File: src/hdl/mbps_pkg.sv
// shared types and constants of the masked byte pattern scanner
package mbps_pkg;

  // configuration register indexes
  localparam logic [2:0] REG_PATTERN_LOW    = 3'd0;
  localparam logic [2:0] REG_PATTERN_HIGH   = 3'd1;
  localparam logic [2:0] REG_BYTE_MASK      = 3'd2;
  localparam logic [2:0] REG_PATTERN_LENGTH = 3'd3;
  localparam logic [2:0] REG_ALIGNMENT_LOG2 = 3'd4;

  localparam int CFG_IDX_W  = 3;
  localparam int CFG_DATA_W = 64;
  localparam int OUT_W      = 32;

  // reset values of the configuration registers
  localparam logic [15:0] BYTE_MASK_RST      = 16'hFFFF;
  localparam logic [4:0]  PATTERN_LENGTH_RST = 5'd16;

  typedef struct packed {
    logic [63:0] pattern_low;
    logic [63:0] pattern_high;
    logic [15:0] byte_mask;
    logic [4:0]  pattern_length;
    logic [1:0]  alignment_log2;
  } cfg_t;

  typedef struct packed {
    logic             valid;
    logic [OUT_W-1:0] offset;
  } hit_t;

endpackage

File: src/hdl/masked_byte_pattern_scanner_unit.sv
// top level of the masked byte pattern scanner
//
//  channel   direction  payload                               handshake
//  in_*      slave      tdata: data_byte, tuser: first flag   tvalid/tready
//  out_*     master     tdata: match_offset                   tvalid/tready
//  cfg_*     write      index selects register, wdata value   cfg_we only
//
// one byte is taken per cycle while the output buffer has room; a match offset
// is registered in turn: the window register takes the byte at the transfer edge,
// then the compare lands in the output register, or in the skid entry if that is held
// reset (rst_n low, synchronous) empties the window, the counter and the buffer
// and loads the register defaults
// a two-entry output buffer lets input transfers go on while a result waits; input
// stalls when held results and the item being compared fill both and none is popped
module masked_byte_pattern_scanner_unit import mbps_pkg::*; #(
  parameter int PATTERN_BYTES = 16,
  parameter int OFFSET_BITS   = 32
) (
  input  logic                  clk,
  input  logic                  rst_n,
  // input stream
  input  logic                  in_tvalid,
  output logic                  in_tready,
  input  logic [7:0]            in_tdata,   // [7:0] data_byte
  input  logic                  in_tuser,   // [0] first_of_region
  // result stream
  output logic                  out_tvalid,
  input  logic                  out_tready,
  output logic [OUT_W-1:0]      out_tdata,  // [31:0] match_offset
  // configuration writes
  input  logic                  cfg_we,
  input  logic [CFG_IDX_W-1:0]  cfg_index,
  input  logic [CFG_DATA_W-1:0] cfg_wdata
);

  cfg_t                          cfg_r;
  logic                          accept;
  logic [PATTERN_BYTES-1:0][7:0] win;
  logic [OFFSET_BITS:0]          seen;
  logic                          item_valid;
  hit_t                          hit;

  // configuration registers, bits above each register's width dropped
  always_ff @(posedge clk) begin
    if (!rst_n) begin
      cfg_r.pattern_low    <= '0;
      cfg_r.pattern_high   <= '0;
      cfg_r.byte_mask      <= BYTE_MASK_RST;
      cfg_r.pattern_length <= PATTERN_LENGTH_RST;
      cfg_r.alignment_log2 <= '0;
    end else if (cfg_we) begin
      unique case (cfg_index)
        REG_PATTERN_LOW:    cfg_r.pattern_low    <= cfg_wdata;
        REG_PATTERN_HIGH:   cfg_r.pattern_high   <= cfg_wdata;
        REG_BYTE_MASK:      cfg_r.byte_mask      <= cfg_wdata[15:0];
        REG_PATTERN_LENGTH: cfg_r.pattern_length <= cfg_wdata[4:0];
        REG_ALIGNMENT_LOG2: cfg_r.alignment_log2 <= cfg_wdata[1:0];
        default: ;  // unknown index ignored
      endcase
    end
  end

  assign accept = in_tvalid && in_tready;

  // stage one: shift the byte in and count it
  mbps_window #(
    .PATTERN_BYTES (PATTERN_BYTES),
    .OFFSET_BITS   (OFFSET_BITS)
  ) u_window (
    .clk             (clk),
    .rst_n           (rst_n),
    .accept          (accept),
    .data_byte       (in_tdata),
    .first_of_region (in_tuser),
    .win             (win),
    .seen            (seen),
    .item_valid      (item_valid)
  );

  // stage two: all byte compares in parallel, offset and alignment checks
  mbps_matcher #(
    .PATTERN_BYTES (PATTERN_BYTES),
    .OFFSET_BITS   (OFFSET_BITS)
  ) u_matcher (
    .cfg        (cfg_r),
    .win        (win),
    .seen       (seen),
    .item_valid (item_valid),
    .hit        (hit)
  );

  // result register with skid entry
  mbps_out_buf u_out_buf (
    .clk       (clk),
    .rst_n     (rst_n),
    .hit       (hit),
    .item_busy (item_valid),
    .in_ready  (in_tready),
    .out_valid (out_tvalid),
    .out_data  (out_tdata),
    .out_ready (out_tready)
  );

endmodule

File: src/hdl/mbps_window.sv
// byte window shift register and saturating offset counter
module mbps_window import mbps_pkg::*; #(
  parameter int PATTERN_BYTES = 16,
  parameter int OFFSET_BITS   = 32
) (
  input  logic                            clk,
  input  logic                            rst_n,
  input  logic                            accept,
  input  logic [7:0]                      data_byte,
  input  logic                            first_of_region,
  output logic [PATTERN_BYTES-1:0][7:0]   win,
  output logic [OFFSET_BITS:0]            seen,
  output logic                            item_valid
);

  logic [PATTERN_BYTES-1:0][7:0] win_r, win_nxt;
  logic [OFFSET_BITS:0]          seen_r, seen_nxt;
  logic                          item_valid_r;

  always_comb begin
    win_nxt  = win_r;
    seen_nxt = seen_r;
    if (accept) begin
      // newest byte at position zero, restart clears the older bytes
      for (int k = 1; k < PATTERN_BYTES; k++) begin
        win_nxt[k] = first_of_region ? 8'd0 : win_r[k-1];
      end
      win_nxt[0] = data_byte;
      if (first_of_region) begin
        seen_nxt = (OFFSET_BITS+1)'(1);
      end else if (seen_r != '1) begin
        seen_nxt = seen_r + 1'b1;
      end
    end
  end

  always_ff @(posedge clk) begin
    if (!rst_n) begin
      win_r        <= '0;
      seen_r       <= '0;
      item_valid_r <= 1'b0;
    end else begin
      win_r        <= win_nxt;
      seen_r       <= seen_nxt;
      item_valid_r <= accept;
    end
  end

  assign win        = win_r;
  assign seen       = seen_r;
  assign item_valid = item_valid_r;

endmodule

File: src/hdl/mbps_matcher.sv
// masked compare of the window against the pattern, start offset and alignment check
module mbps_matcher import mbps_pkg::*; #(
  parameter int PATTERN_BYTES = 16,
  parameter int OFFSET_BITS   = 32
) (
  input  cfg_t                            cfg,
  input  logic [PATTERN_BYTES-1:0][7:0]   win,
  input  logic [OFFSET_BITS:0]            seen,
  input  logic                            item_valid,
  output hit_t                            hit
);

  localparam int         SEEN_W = OFFSET_BITS + 1;
  localparam logic [6:0] PB7    = 7'(PATTERN_BYTES);

  logic [6:0]        len_wide;
  logic [SEEN_W-1:0] start;
  logic              all_ok;
  logic              enough;
  logic              start_ok;
  logic              aligned;
  logic [2:0]        align_mask;

  always_comb begin
    logic [6:0]   j_idx;
    logic [127:0] pat_all;
    logic [7:0]   pat_byte;
    logic         must;

    pat_all = {cfg.pattern_high, cfg.pattern_low};

    len_wide = {2'b00, cfg.pattern_length};
    if (len_wide == 7'd0) begin
      len_wide = 7'd1;
    end else if (len_wide > PB7) begin
      len_wide = PB7;
    end

    // window byte k lines up with pattern byte len-1-k
    all_ok = 1'b1;
    for (int k = 0; k < PATTERN_BYTES; k++) begin
      j_idx    = len_wide - 7'd1 - 7'(k);
      pat_byte = pat_all[{j_idx[3:0], 3'b000} +: 8];
      must     = (j_idx < 7'd16) && cfg.byte_mask[j_idx[3:0]];
      if ((7'(k) < len_wide) && must && (win[k] != pat_byte)) begin
        all_ok = 1'b0;
      end
    end

    unique case (cfg.alignment_log2)
      2'd0:    align_mask = 3'b000;
      2'd1:    align_mask = 3'b001;
      2'd2:    align_mask = 3'b011;
      default: align_mask = 3'b111;
    endcase

    start    = seen - SEEN_W'(len_wide);
    enough   = seen >= SEEN_W'(len_wide);
    start_ok = !start[OFFSET_BITS];
    aligned  = (start[2:0] & align_mask) == 3'b000;
  end

  assign hit.valid = item_valid && enough && start_ok && aligned && all_ok;

  generate
    if (SEEN_W >= OUT_W) begin : g_trunc
      assign hit.offset = start[OUT_W-1:0];
    end else begin : g_ext
      assign hit.offset = {{(OUT_W-SEEN_W){1'b0}}, start};
    end
  endgenerate

endmodule

File: src/hdl/mbps_out_buf.sv
// two-entry result buffer: output register plus skid register
module mbps_out_buf import mbps_pkg::*; (
  input  logic             clk,
  input  logic             rst_n,
  input  hit_t             hit,
  input  logic             item_busy,
  output logic             in_ready,
  output logic             out_valid,
  output logic [OUT_W-1:0] out_data,
  input  logic             out_ready
);

  logic             out_valid_r, out_valid_nxt;
  logic [OUT_W-1:0] out_data_r, out_data_nxt;
  logic             skid_valid_r, skid_valid_nxt;
  logic [OUT_W-1:0] skid_data_r, skid_data_nxt;
  logic             pop;
  logic [1:0]       used;

  assign pop  = out_valid_r && out_ready;
  // results held plus the item still in the compare stage
  assign used = {1'b0, out_valid_r} + {1'b0, skid_valid_r} + {1'b0, item_busy};
  assign in_ready = (used < 2'd2) || ((used == 2'd2) && pop);

  always_comb begin
    out_valid_nxt  = out_valid_r;
    out_data_nxt   = out_data_r;
    skid_valid_nxt = skid_valid_r;
    skid_data_nxt  = skid_data_r;
    if (pop) begin
      if (skid_valid_r) begin
        out_data_nxt   = skid_data_r;
        skid_valid_nxt = 1'b0;
      end else begin
        out_valid_nxt = 1'b0;
      end
    end
    if (hit.valid) begin
      if (!out_valid_r || (pop && !skid_valid_r)) begin
        out_valid_nxt = 1'b1;
        out_data_nxt  = hit.offset;
      end else begin
        skid_valid_nxt = 1'b1;
        skid_data_nxt  = hit.offset;
      end
    end
  end

  always_ff @(posedge clk) begin
    if (!rst_n) begin
      out_valid_r  <= 1'b0;
      skid_valid_r <= 1'b0;
    end else begin
      out_valid_r  <= out_valid_nxt;
      skid_valid_r <= skid_valid_nxt;
    end
    out_data_r  <= out_data_nxt;
    skid_data_r <= skid_data_nxt;
  end

  assign out_valid = out_valid_r;
  assign out_data  = out_data_r;

endmodule
File: config.mk
export PLATFORM = sky130hd
export DESIGN_NAME = masked_byte_pattern_scanner_unit
export DESIGN_NICKNAME = d
export VERILOG_FILES = /design/src/hdl/mbps_pkg.sv /design/src/hdl/masked_byte_pattern_scanner_unit.sv /design/src/hdl/mbps_window.sv /design/src/hdl/mbps_matcher.sv /design/src/hdl/mbps_out_buf.sv
export SDC_FILE = /design/constraint.sdc
export NUM_CORES = 1
export LEC_CHECK = 0
export ABC_AREA = 1
export BUFFER_PORTS_ARGS = -buffer_cell sky130_fd_sc_hd__buf_4
export CORE_UTILIZATION = 50
export DETAILED_ROUTE_END_ITERATION = 6
export PLACE_DENSITY = 0.67
export SKIP_CTS_REPAIR_TIMING = 1
export SLEW_MARGIN = 20
export SYNTH_ARGS = -nofsm -noshare
export SYNTH_HDL_FRONTEND = slang
export SYNTH_SLANG_ARGS = --single-unit
File: constraint.sdc
create_clock -name clk -period 10.3 [get_ports clk]
set_clock_uncertainty 0.1 [all_clocks]
set_input_delay 3.09 -clock clk [delete_from_list [all_inputs] [get_ports clk]]
set_output_delay 3.09 -clock clk [all_outputs]
set_load 0.02 [all_outputs]
======== Yosys cells after proc, flatten, opt, wreduce, memory -nomap -nowiden ========
Index checks and enable logic that the tools add are counted.
word-level totals
  register bits ........................... 379
  input bits .............................. 81
  output and inout port bits .............. 34
  logic and storage cells ................. 292
operators by class
  add/sub/neg operators ................... 20
  $lt $le $gt $ge ......................... 51
  equality and inequality tests ........... 24
  shift-type cells ........................ 16
  mux-type cells .......................... 79
  bitwise logic cells ..................... 2
  reduce and logical (&&, ||, !) cells .... 73
operator list
  kind                   count
  $shiftx 128x8->8       16
  $mux 32                4
  $ne 8x8->1             16
  $mux 8                 15
  $lt 7x5->1 const B     16
  $lt 4x5->1 const B     16
  $mux 33                2
  $bmux 1 s4             16
  $logic_and 1x1->1      56
  $lt 4x7->1 const A     8
  $sub 7x4->7 const B    8
  $mux 1                 39
  $add 33x1->33 const B  1
  $ge 33x7->1            1
  $ne 33x33->1 const B   1
  $sub 33x7->33          1
  $lt 3x7->1 const A     4
  $sub 7x3->7 const B    4
  $lt 1x7->1 const A     2
  $lt 2x7->1 const A     2
  $reduce_and 2->1       7
  $sub 7x1->7 const B    2
  $sub 7x2->7 const B    2
  $pmux 3 s3             1
  other kinds (19)       25

======== Logic depth before layout (Yosys ltp) ========
Gate-level depths: netlist (run 1).
  depth after elaboration ................. 27
  depth in mapped cells ................... 35
  mapped depth without buffers ............ 30

======== Hierarchy ========
Synthesis (run 1) repeated with hierarchy kept, for this count alone.
second synthesis, totals
  cell total of the unflattened synthesis .. 4753
  area, all modules ....................... 27754.1 um^2
by module, submodules not included
  module                            instances  cells each  area each (um^2)  seq. area each (um^2)
  mbps_matcher                      1          2752        12441.9           0.0
  mbps_window                       1          787         6279.8            3243.1
  masked_byte_pattern_scanner_unit  1          883         6107.1            3022.9
  mbps_out_buf                      1          331         2925.3            1641.6

======== Worst setup path after synthesis (run 1) ========
Ideal clock, no wire load.
  path type ............................... input -> output
  from .................................... input port out_tready
  to ...................................... output port in_tready
  data arrival time ....................... 3.414 ns
  required time ........................... 7.110 ns
  path slack .............................. 3.696 ns
  stages .................................. 4
  buffers on the path ..................... 0
  cells stage by stage .................... nand2_1 inv_2 nand2_1 nand2_1
on the way
  cells in the longest elaborated chain, start to end .. 3
ends and longest elaborated chain
  what               line                                    RTL
  start, declared    masked_byte_pattern_scanner_unit.sv:28  input logic out_tready,
  $logic_and 1x1->1  mbps_out_buf.sv:20                      assign pop = out_valid_r && out_ready;
  $logic_and 1x1->1  mbps_out_buf.sv:23                      assign in_ready = (used < 2'd2) || ((used == 2'd2) && pop);
  $logic_or 1x1->1   mbps_out_buf.sv:23
  end, declared      masked_byte_pattern_scanner_unit.sv:23  output logic in_tready,
Every way passes these cells.

======== Worst setup path in the final report (run 1) ========
  from .................................... register cfg_r[6] (netlist bit)
  to ...................................... register u_out_buf.skid_data_r[28], enable pin
on the way
  cells in the longest elaborated chain, start to end .. 27
  elaborated cells between the ends (all ways) .. 190
  those cells by class .................... add/sub (17); order compare (34); eq/ne (16); shift (16); mux (50); bitwise (1); reduce/logical (56)
ends and longest elaborated chain
  what                                                  line                                    RTL
  start, declared                                       masked_byte_pattern_scanner_unit.sv:36  cfg_t cfg_r;
  $gt 5x5->1                                            mbps_matcher.sv:35                      end else if (len_wide > PB7) begin
  $mux 5                                                mbps_matcher.sv:35
  $mux 7 *                                              mbps_matcher.sv:33                      if (len_wide == 7'd0) begin
  branches (longest 22 deep; another with $sub 7x1->7)  -
  $logic_and 1x1->1 *                                   mbps_matcher.sv:63                      assign hit.valid = item_valid && enough && start_ok && aligned && all_ok;
  $reduce_and 2->1 (no source line) *                   -
  end signal, assigned                                  mbps_out_buf.sv:58                      skid_data_r <= skid_data_nxt;
  end, declared                                         mbps_out_buf.sv:16                      logic [OUT_W-1:0] skid_data_r, skid_data_nxt;
Mark *: on every way between the ends. The select of a mux whose other input is x is not followed.
A chain may end at the register's enable or synchronous reset.

==> summary.md, run 1 <==
| Metric | Value |
|---|---|
| Max_cap viols | `0` |
| Crit. Startpoint | `cfg_r[6]` |
| Number of global-route vias before repair | `25,900` |
| TritonCTS clock tree | `done` |
| Avg WL per Cell | `around 24 um` |
| R2R Path Start | `cfg_r[6]` |
| Failing checks | `DRC` |
| Sw Ratio | `0.343` |
| Site Rows | `a little over 80` |
| GRT Total Usage | `0.432` |
| Critical path cell sequence | `inv_2 -> nand3_2 -> buf_4 -> nand2_4 -> ha_2 -> inv_2 -> ha_1 -> clkinv_1 -> nand3_1 -> nand3_1 -> nand2_1 -> nand2_1 -> nand2_1 -> nand2_1 -> nor2_1 -> nand2_1 -> nand2_1 -> nand2_1 -> inv_1 -> nand3_2 -> inv_1 -> nand2_2 -> nor2_2 -> buf_4` |
| Setup TNS | `0 ns` |
| Max FO, Critical Path | `80` |
| Commonest non-fill, non-tap cell in the layout | `nand2_1` |
| CP startpoint kind | `flop` |
| Die Span X | `between 200 and 250 um` |
| Total core area | `around 50,000 um^2` |
| Endpoints failing setup | `0` |
| # DRC | `14` |
| Unique masters post-synth | `52` |
| Crit-path slowest cell | `ha_2` |
| CP endpoint kind | `flop` |
| 1st-iter DRT viols | `4,018` |
| Slew headroom | `0.261` |
| Worst path arrival time | `between 8 and 9 ns` |
| Fin crit period | `7.90 ns` |
| Switch Pwr | `1460 uW` |
| Logic pwr share | `0.238` |
| IO buf count | `114` |
| Multi-input gate area | `15,100 um^2` |
| Post-Synthesis Cells | `4,102` |
| Pleak | `0.0126 uW` |
| Worst-skew pair later-pin latency | `~0.62 ns` |
| Fin area | `27,900 um^2` |
| Fmax | `0.127 GHz` |
| R2R setup slack | `2.40 ns` |
| Internal Power | `about 2800 uW` |
| Cts bufs inserted | `43` |
| #FFs+latches synth | `around 380` |
| Power share of the clock group | `0.402` |
| Fin. Hold Viols | `0` |
| I/O pin total | `115` |
| HP Start | `cfg_r[50]` |
| Final GP Congestion | `1.14` |
| Synth Warn # | `0` |
| Reg power frac | `0.360` |
| Register area share after synthesis | `0.311` |
| RSZ-0062 raised after global routing | `false` |
| HPWL Detailed | `about 84,000 um` |
| Largest net degree at the start of global routing | `117` |
| Mapped cell area | `25,400 um^2` |
| Power density over cell area | `between 150 and 200 nW/um^2` |
| Synth async-reset ratio | `0` |
| Pre-Repair DR Iteration Count | `7` |
| HP Class | `flop to flop` |
| Number of flops mapped to enable cells by yosys | `32` |
| Total wire length | `112,000 um` |
| Syn avg cell area | `between 6 and 7 um^2` |
| Worst Tran Pin Value | `1.11 ns` |
| Global-route wire length before repair | `between 150,000 and 200,000 um` |
| Clk slew on worst S/H paths | `0.06 ns` |
| Root Driver | `clkbuf_16` |
| Worst Path Required | `roughly 10 ns` |
| Status | `complete, but fails checks` |
| WS Path Type | `flop to flop` |
| CTS sink cnt | `about 380` |
| Main synth FF type | `dfxtp_1` |
| Period utilization | `0.767` |
| Syn Nets | `4,208` |
| Die Y-Extent | `227 um` |
| Layout cells sized above 1 | `0.0752` |
| Via Count | `just under 30,000` |
| Vias/cell | `6.11` |
| Post-layout net count | `4,158` |
| Worst vdd ir | `0.147 mV` |
| Max Root-Sink Buffers | `3` |
| H-tree depth | `2` |
| Fillcell total | `5,105` |
| Starting Density | `0.507` |
| Most frequent cells in the layout | `nand2_1 (1,185), nand3_1 (965), inv_1 (351)` |
| FF/Latch Area | `just under 8000 um^2` |
| Synth-to-Final Area Change | `9.70%` |
| Final Max Slew Viols | `0` |
| DP Area | `26,300 um^2` |
| DIE AREA | `51,700 um^2` |
| Worst stage delay on the critical path | `0.82 ns` |
| Initial antenna violation count | `6` |
| Critical path's most frequent cell | `nand2_1` |
| Grt ovf | `0` |
| Detail Route Antenna Nets | `0` |
final timing paths:
| check | endpoint | cells past startpoint |
|---|---|---|
| setup reg to reg | u_out_buf.skid_data_r[28] | 24 |
| hold / removal | cfg_r[50] | 2 |
| setup / recovery | u_out_buf.skid_data_r[28] | 24 |
| hold reg to reg | cfg_r[50] | 2 |
registers in the layout, summed over array words and instances, names as in the netlist:
register                flops
u_out_buf.out_data         32
u_window.seen              33
u_window.item_valid         1
cfg_r                     151
u_out_buf.skid_data_r      32
u_window.win              128
u_out_buf.skid_valid_r      1
u_out_buf.out_valid         1
layout make-up:
| class | count | area share |
|---|---|---|
| Antenna cell | 3 | 0.000269 |
| Sequential cell | 379 | 0.284 |
| Timing Repair Buffer | 148 | 0.0400 |
| Clock inverter | 26 | 0.0138 |
| Inverter | 369 | 0.0498 |
| Multi-Input combinational cell | 3111 | 0.541 |
| Tap cell | 672 | 0.0302 |
| Clock buffer | 51 | 0.0411 |
worst max-delay path: cells and delay by family, from the launching register on:
family / cells / cell delay [ns]
fa+ha+maj: 2 / 1.63
flops: 1 / 0.62
simple gates: 15 / 2.74
buf+inv: 7 / 2.35
logic make-up (layout without fill, tap and decap cells):
group | count (synthesis) | after routing | share of synthesized area
muxes | 42 | 42 | 0.0181
AOI/OAI and AO/OA | 547 | 547 | 0.122
and+or+nand+nor | 2461 | 2461 | 0.424
xor gates and xnor gates | 36 | 36 | 0.0146
adders and majority gates | 25 | 25 | 0.0129
other | 0 | 3 | 0
DFF | 379 | 379 | 0.311
buffers and inverters | 612 | 594 | 0.0973
power groups by stage:
| stage | Clock [uW] | Combinational [uW] | Sequential, uW |
|---|---|---|---|
| floorplan | 0 | 624 | 1550 |
| detailed placement | 0 | 956 | 1560 |
| finish | 1710 | 1010 | 1530 |
| global route | 1780 | 1080 | 1530 |
| global placement | 0 | 957 | 1560 |
| CTS | 1710 | 961 | 1530 |
synth_stat cells, drive strengths merged (2+ instances only):
| cell | count | area, um^2 |
|---|---|---|
| a21oi | 170 | 855 |
| buf | 116 | 611 |
| mux2i | 10 | 100 |
| nor3 | 57 | 295 |
| inv | 363 | 1360 |
| clkinv | 6 | 22.5 |
| a221oi | 3 | 26.3 |
| o211a | 2 | 20.0 |
| clkbuf | 127 | 477 |
| o21a | 2 | 15.0 |
| xor2 | 32 | 337 |
| ha | 23 | 288 |
| xnor2 | 4 | 35.0 |
| nand4 | 16 | 100 |
| a2111oi | 2 | 17.5 |
| a211oi | 6 | 45.0 |
| nand3b | 29 | 218 |
| o211ai | 17 | 128 |
| a31oi | 34 | 213 |
| fa | 2 | 40.0 |
| mux2 | 32 | 360 |
| o31ai | 7 | 52.6 |
| nor4 | 6 | 37.5 |
| o22ai | 48 | 300 |
| edfxtp | 32 | 961 |
| nand2 | 1204 | 4560 |
| a21o | 3 | 22.5 |
| o21ai | 218 | 1090 |
| nand3 | 967 | 4840 |
| dfxtp | 347 | 6950 |
| o32ai | 31 | 272 |
| or2 | 5 | 31.3 |
| and3 | 2 | 12.5 |
| nor2 | 175 | 686 |
per-stage QoR:
step / total power, uW / std cells / worst slack (ns) / utilization / hold WS (ns)
floorplan: 2180 / 4102 / 3.70 / - / 0.344
global placement: 2510 / 4679 / 2.86 / 0.525 / 0.360
detailed placement: 2510 / 4679 / 2.67 / 0.525 / 0.363
CTS: 4200 / 4756 / 2.66 / 0.556 / 0.372
global route: 4380 / 4756 / 1.94 / 0.556 / 0.394
finish: 4240 / 4759 / 2.40 / 0.556 / 0.372
routing by layer:
layer | global-route usage | vias to the layer above | wire (um)
met3 | 0.0858 | 520 | 10600
met2 | 0.653 | 1645 | 46800
met1 | 0.524 | 13200 | 42500
li1 | - | 13700 | -
met4 | 0.378 | 4 | 11900
met5 | 0 | - | 23
Power figures use the tool's default switching activity.
==> inputs of run 2 (changes only) <==
PLACE_DENSITY = 0.7   (was 0.67)
clock period = 6.45 ns   (was 10.3 ns; I/O delays follow)
==> run 2 against run 1 <==
Compared with the run above: the run still ends with DRC left; sequential share of layout area is 0.34 points lower; die area stayed put; worst hold slack worse by 0.0013 ns; clock power is 61% higher; worst setup slack worse by 1.5 ns.
==> summary.md, run 2 (same netlist as run 1, synthesis figures left out) <==
| Metric | Value |
|---|---|
| Fin. Hold Viols | `0 (unchanged)` |
| Root Driver | `clkbuf_16 (unchanged)` |
| Commonest non-fill, non-tap cell in the layout | `nand2_1 (unchanged)` |
| Detail Route Antenna Nets | `0 (unchanged)` |
| # DRC | `1 (was 14)` |
| Multi-input gate area | `15,100 um^2 (about the same)` |
| Pleak | `0.0128 uW (was 0.0126 uW)` |
| Layout cells sized above 1 | `0.0823 (was 0.0752)` |
| Period utilization | `0.857 (was 0.767)` |
| Max FO, Critical Path | `32 (was 80)` |
| FF/Latch Area | `7910 um^2 (unchanged)` |
| Clk slew on worst S/H paths | `0.07 ns (was 0.06 ns)` |
| Endpoints failing setup | `0 (unchanged)` |
| Met1 GRT Util | `0.543 (was 0.524)` |
| TritonCTS clock tree | `done (unchanged)` |
| Die Y-Extent | `227 um (unchanged)` |
| Number of global-route vias before repair | `26,500 (was 25,900)` |
| Final Max Slew Viols | `0 (unchanged)` |
| Fmax | `0.181 GHz (was 0.127 GHz)` |
| HPWL Detailed | `89,200 um (was 83,700 um)` |
| Global-route wire length before repair | `172,000 um (was 164,000 um)` |
| Grt ovf | `0 (unchanged)` |
| Max_cap viols | `0 (unchanged)` |
| M2 GR Usage | `0.700 (was 0.653)` |
| GRT Total Usage | `0.458 (was 0.432)` |
| Finished Layout Cells | `4,795 (was 4,759)` |
| H-tree depth | `2 (unchanged)` |
| Slew headroom | `0.304 (was 0.261)` |
| IO buf count | `114 (unchanged)` |
| CP startpoint kind | `flop (unchanged)` |
| DIE AREA | `51,700 um^2 (unchanged)` |
| Vias/cell | `6.16 (was 6.11)` |
| Avg WL per Cell | `24.9 um (was 23.5 um)` |
| Via Count | `29,600 (was 29,100)` |
| Starting Density | `0.507 (unchanged)` |
| Worst Tran Pin Value | `1.04 ns (was 1.11 ns)` |
| Status | `complete, but fails checks (unchanged)` |
| Die Span X | `227 um (unchanged)` |
| HP Class | `flop to flop (unchanged)` |
| Power density over cell area | `244 nW/um^2 (was 152 nW/um^2)` |
| Power consumption | `6900 uW (was 4240 uW)` |
| Fillcell total | `5,079 (was 5,105)` |
| DP Area | `26,700 um^2 (was 26,300 um^2)` |
| Cts bufs inserted | `45 (was 43)` |
| CTS sink cnt | `379 (unchanged)` |
| Worst hold slack | `0.371 ns (was 0.372 ns)` |
| Fin area | `28,200 um^2 (was 27,900 um^2)` |
| WS Path Type | `flop to flop (unchanged)` |
| Total wire length | `119,000 um (was 112,000 um)` |
| Register with the most flip-flops | `cfg_r (unchanged)` |
| Met3 Usage GRT | `0.0853 (was 0.0858)` |
| Site Rows | `82 (unchanged)` |
| Total core area | `50,200 um^2 (unchanged)` |
| Gr busiest metal | `met2 (unchanged)` |
| Synth-to-Final Area Change | `11.0% (was 9.70%)` |
| Fin crit period | `5.53 ns (was 7.90 ns)` |
| Worst Path Required | `6.65 ns (was 10.48 ns)` |
| Max FFs per register | `151 (unchanged)` |
| Setup TNS | `0 ns (unchanged)` |
| CP endpoint kind | `flop (unchanged)` |
| Failing checks | `DRC (unchanged)` |
| Worst path arrival time | `5.73 ns (was 8.07 ns)` |
| Crit-path slowest cell | `dfxtp_1 (was ha_2)` |
| Max Root-Sink Buffers | `3 (unchanged)` |
| Final GP Congestion | `1.11 (was 1.14)` |
| Worst stage delay on the critical path | `0.62 ns (was 0.82 ns)` |
| Pre-Repair DR Iteration Count | `7 (unchanged)` |
| Initial antenna violation count | `8 (was 6)` |
| I/O pin total | `115 (unchanged)` |
| Worst vdd ir | `0.234 mV (was 0.147 mV)` |
| Worst-skew pair later-pin latency | `0.62 ns (about the same)` |
| Largest net degree at the start of global routing | `166 (was 117)` |
| Most frequent cells in the layout | `nand2_1 (1,185), nand3_1 (965), inv_1 (351) (unchanged)` |
| 1st-iter DRT viols | `4,066 (was 4,018)` |
| Post-layout net count | `4,189 (was 4,158)` |
| RSZ-0062 raised after global routing | `false (unchanged)` |
| Dpl cells | `4,708 (was 4,679)` |
run 2: cell types whose count changed in the layout (fill, tap and decap cells not counted), sizes merged:
| cell | previous run | this run |
|---|---|---|
| buf | 148 | 177 |
| clkbuf | 51 | 58 |
| inv | 364 | 368 |
| bufinv | 8 | 5 |
| clkinvlp | 3 | 1 |
| diode | 3 | 4 |
run 2: metrics by stage:
stage           util  worst slack (ns)
2_1_floorplan      -             0.206
3_3_place_gp   0.531              1.20
3_5_place_dp   0.531              1.15
4_1_cts        0.562              1.15
5_1_grt        0.562             0.585
6_report       0.562             0.922
run 2: report_power, final:
part / switching, uW / internal [uW]
clock network: 1170 / 1580
logic: 1250 / 460
registers: 29.9 / 2410
run 2: metal layers:
metal,vias to the layer above,routed length [um]
met1,13600,44000
met3,511,11700
met2,1756,50900
met4,4,12900
li1,13700,-
met5,-,23
run 2: worst paths after layout:
kind,start,endpoint,slack (ns),cells past startpoint
setup / recovery,cfg_r[6],u_out_buf.skid_data_r[0],0.92,28
hold / removal,cfg_r[117],cfg_r[117],0.37,2
setup reg to reg,cfg_r[6],u_out_buf.skid_data_r[0],0.92,28
hold reg to reg,cfg_r[117],cfg_r[117],0.37,2
run 2: area by class of cell:
cell class                      count  share of cell area
Multi-Input combinational cell   3111               0.535
Sequential cell                   379               0.280
Inverter                          369              0.0492
Clock buffer                       58              0.0441
Clock inverter                     25              0.0109
Timing Repair Buffer              177              0.0508
Tap cell                          672              0.0298
Antenna cell                        4            0.000355
run 2: worst max-delay path, delay by kind of cell, from the launching register on:
| family | cells | cell delay, ns |
|---|---|---|
| adders and majority gates | 2 | 0.52 |
| buffers and inverters | 11 | 2.27 |
| DFF | 1 | 0.62 |
| and+or+nand+nor | 15 | 1.66 |
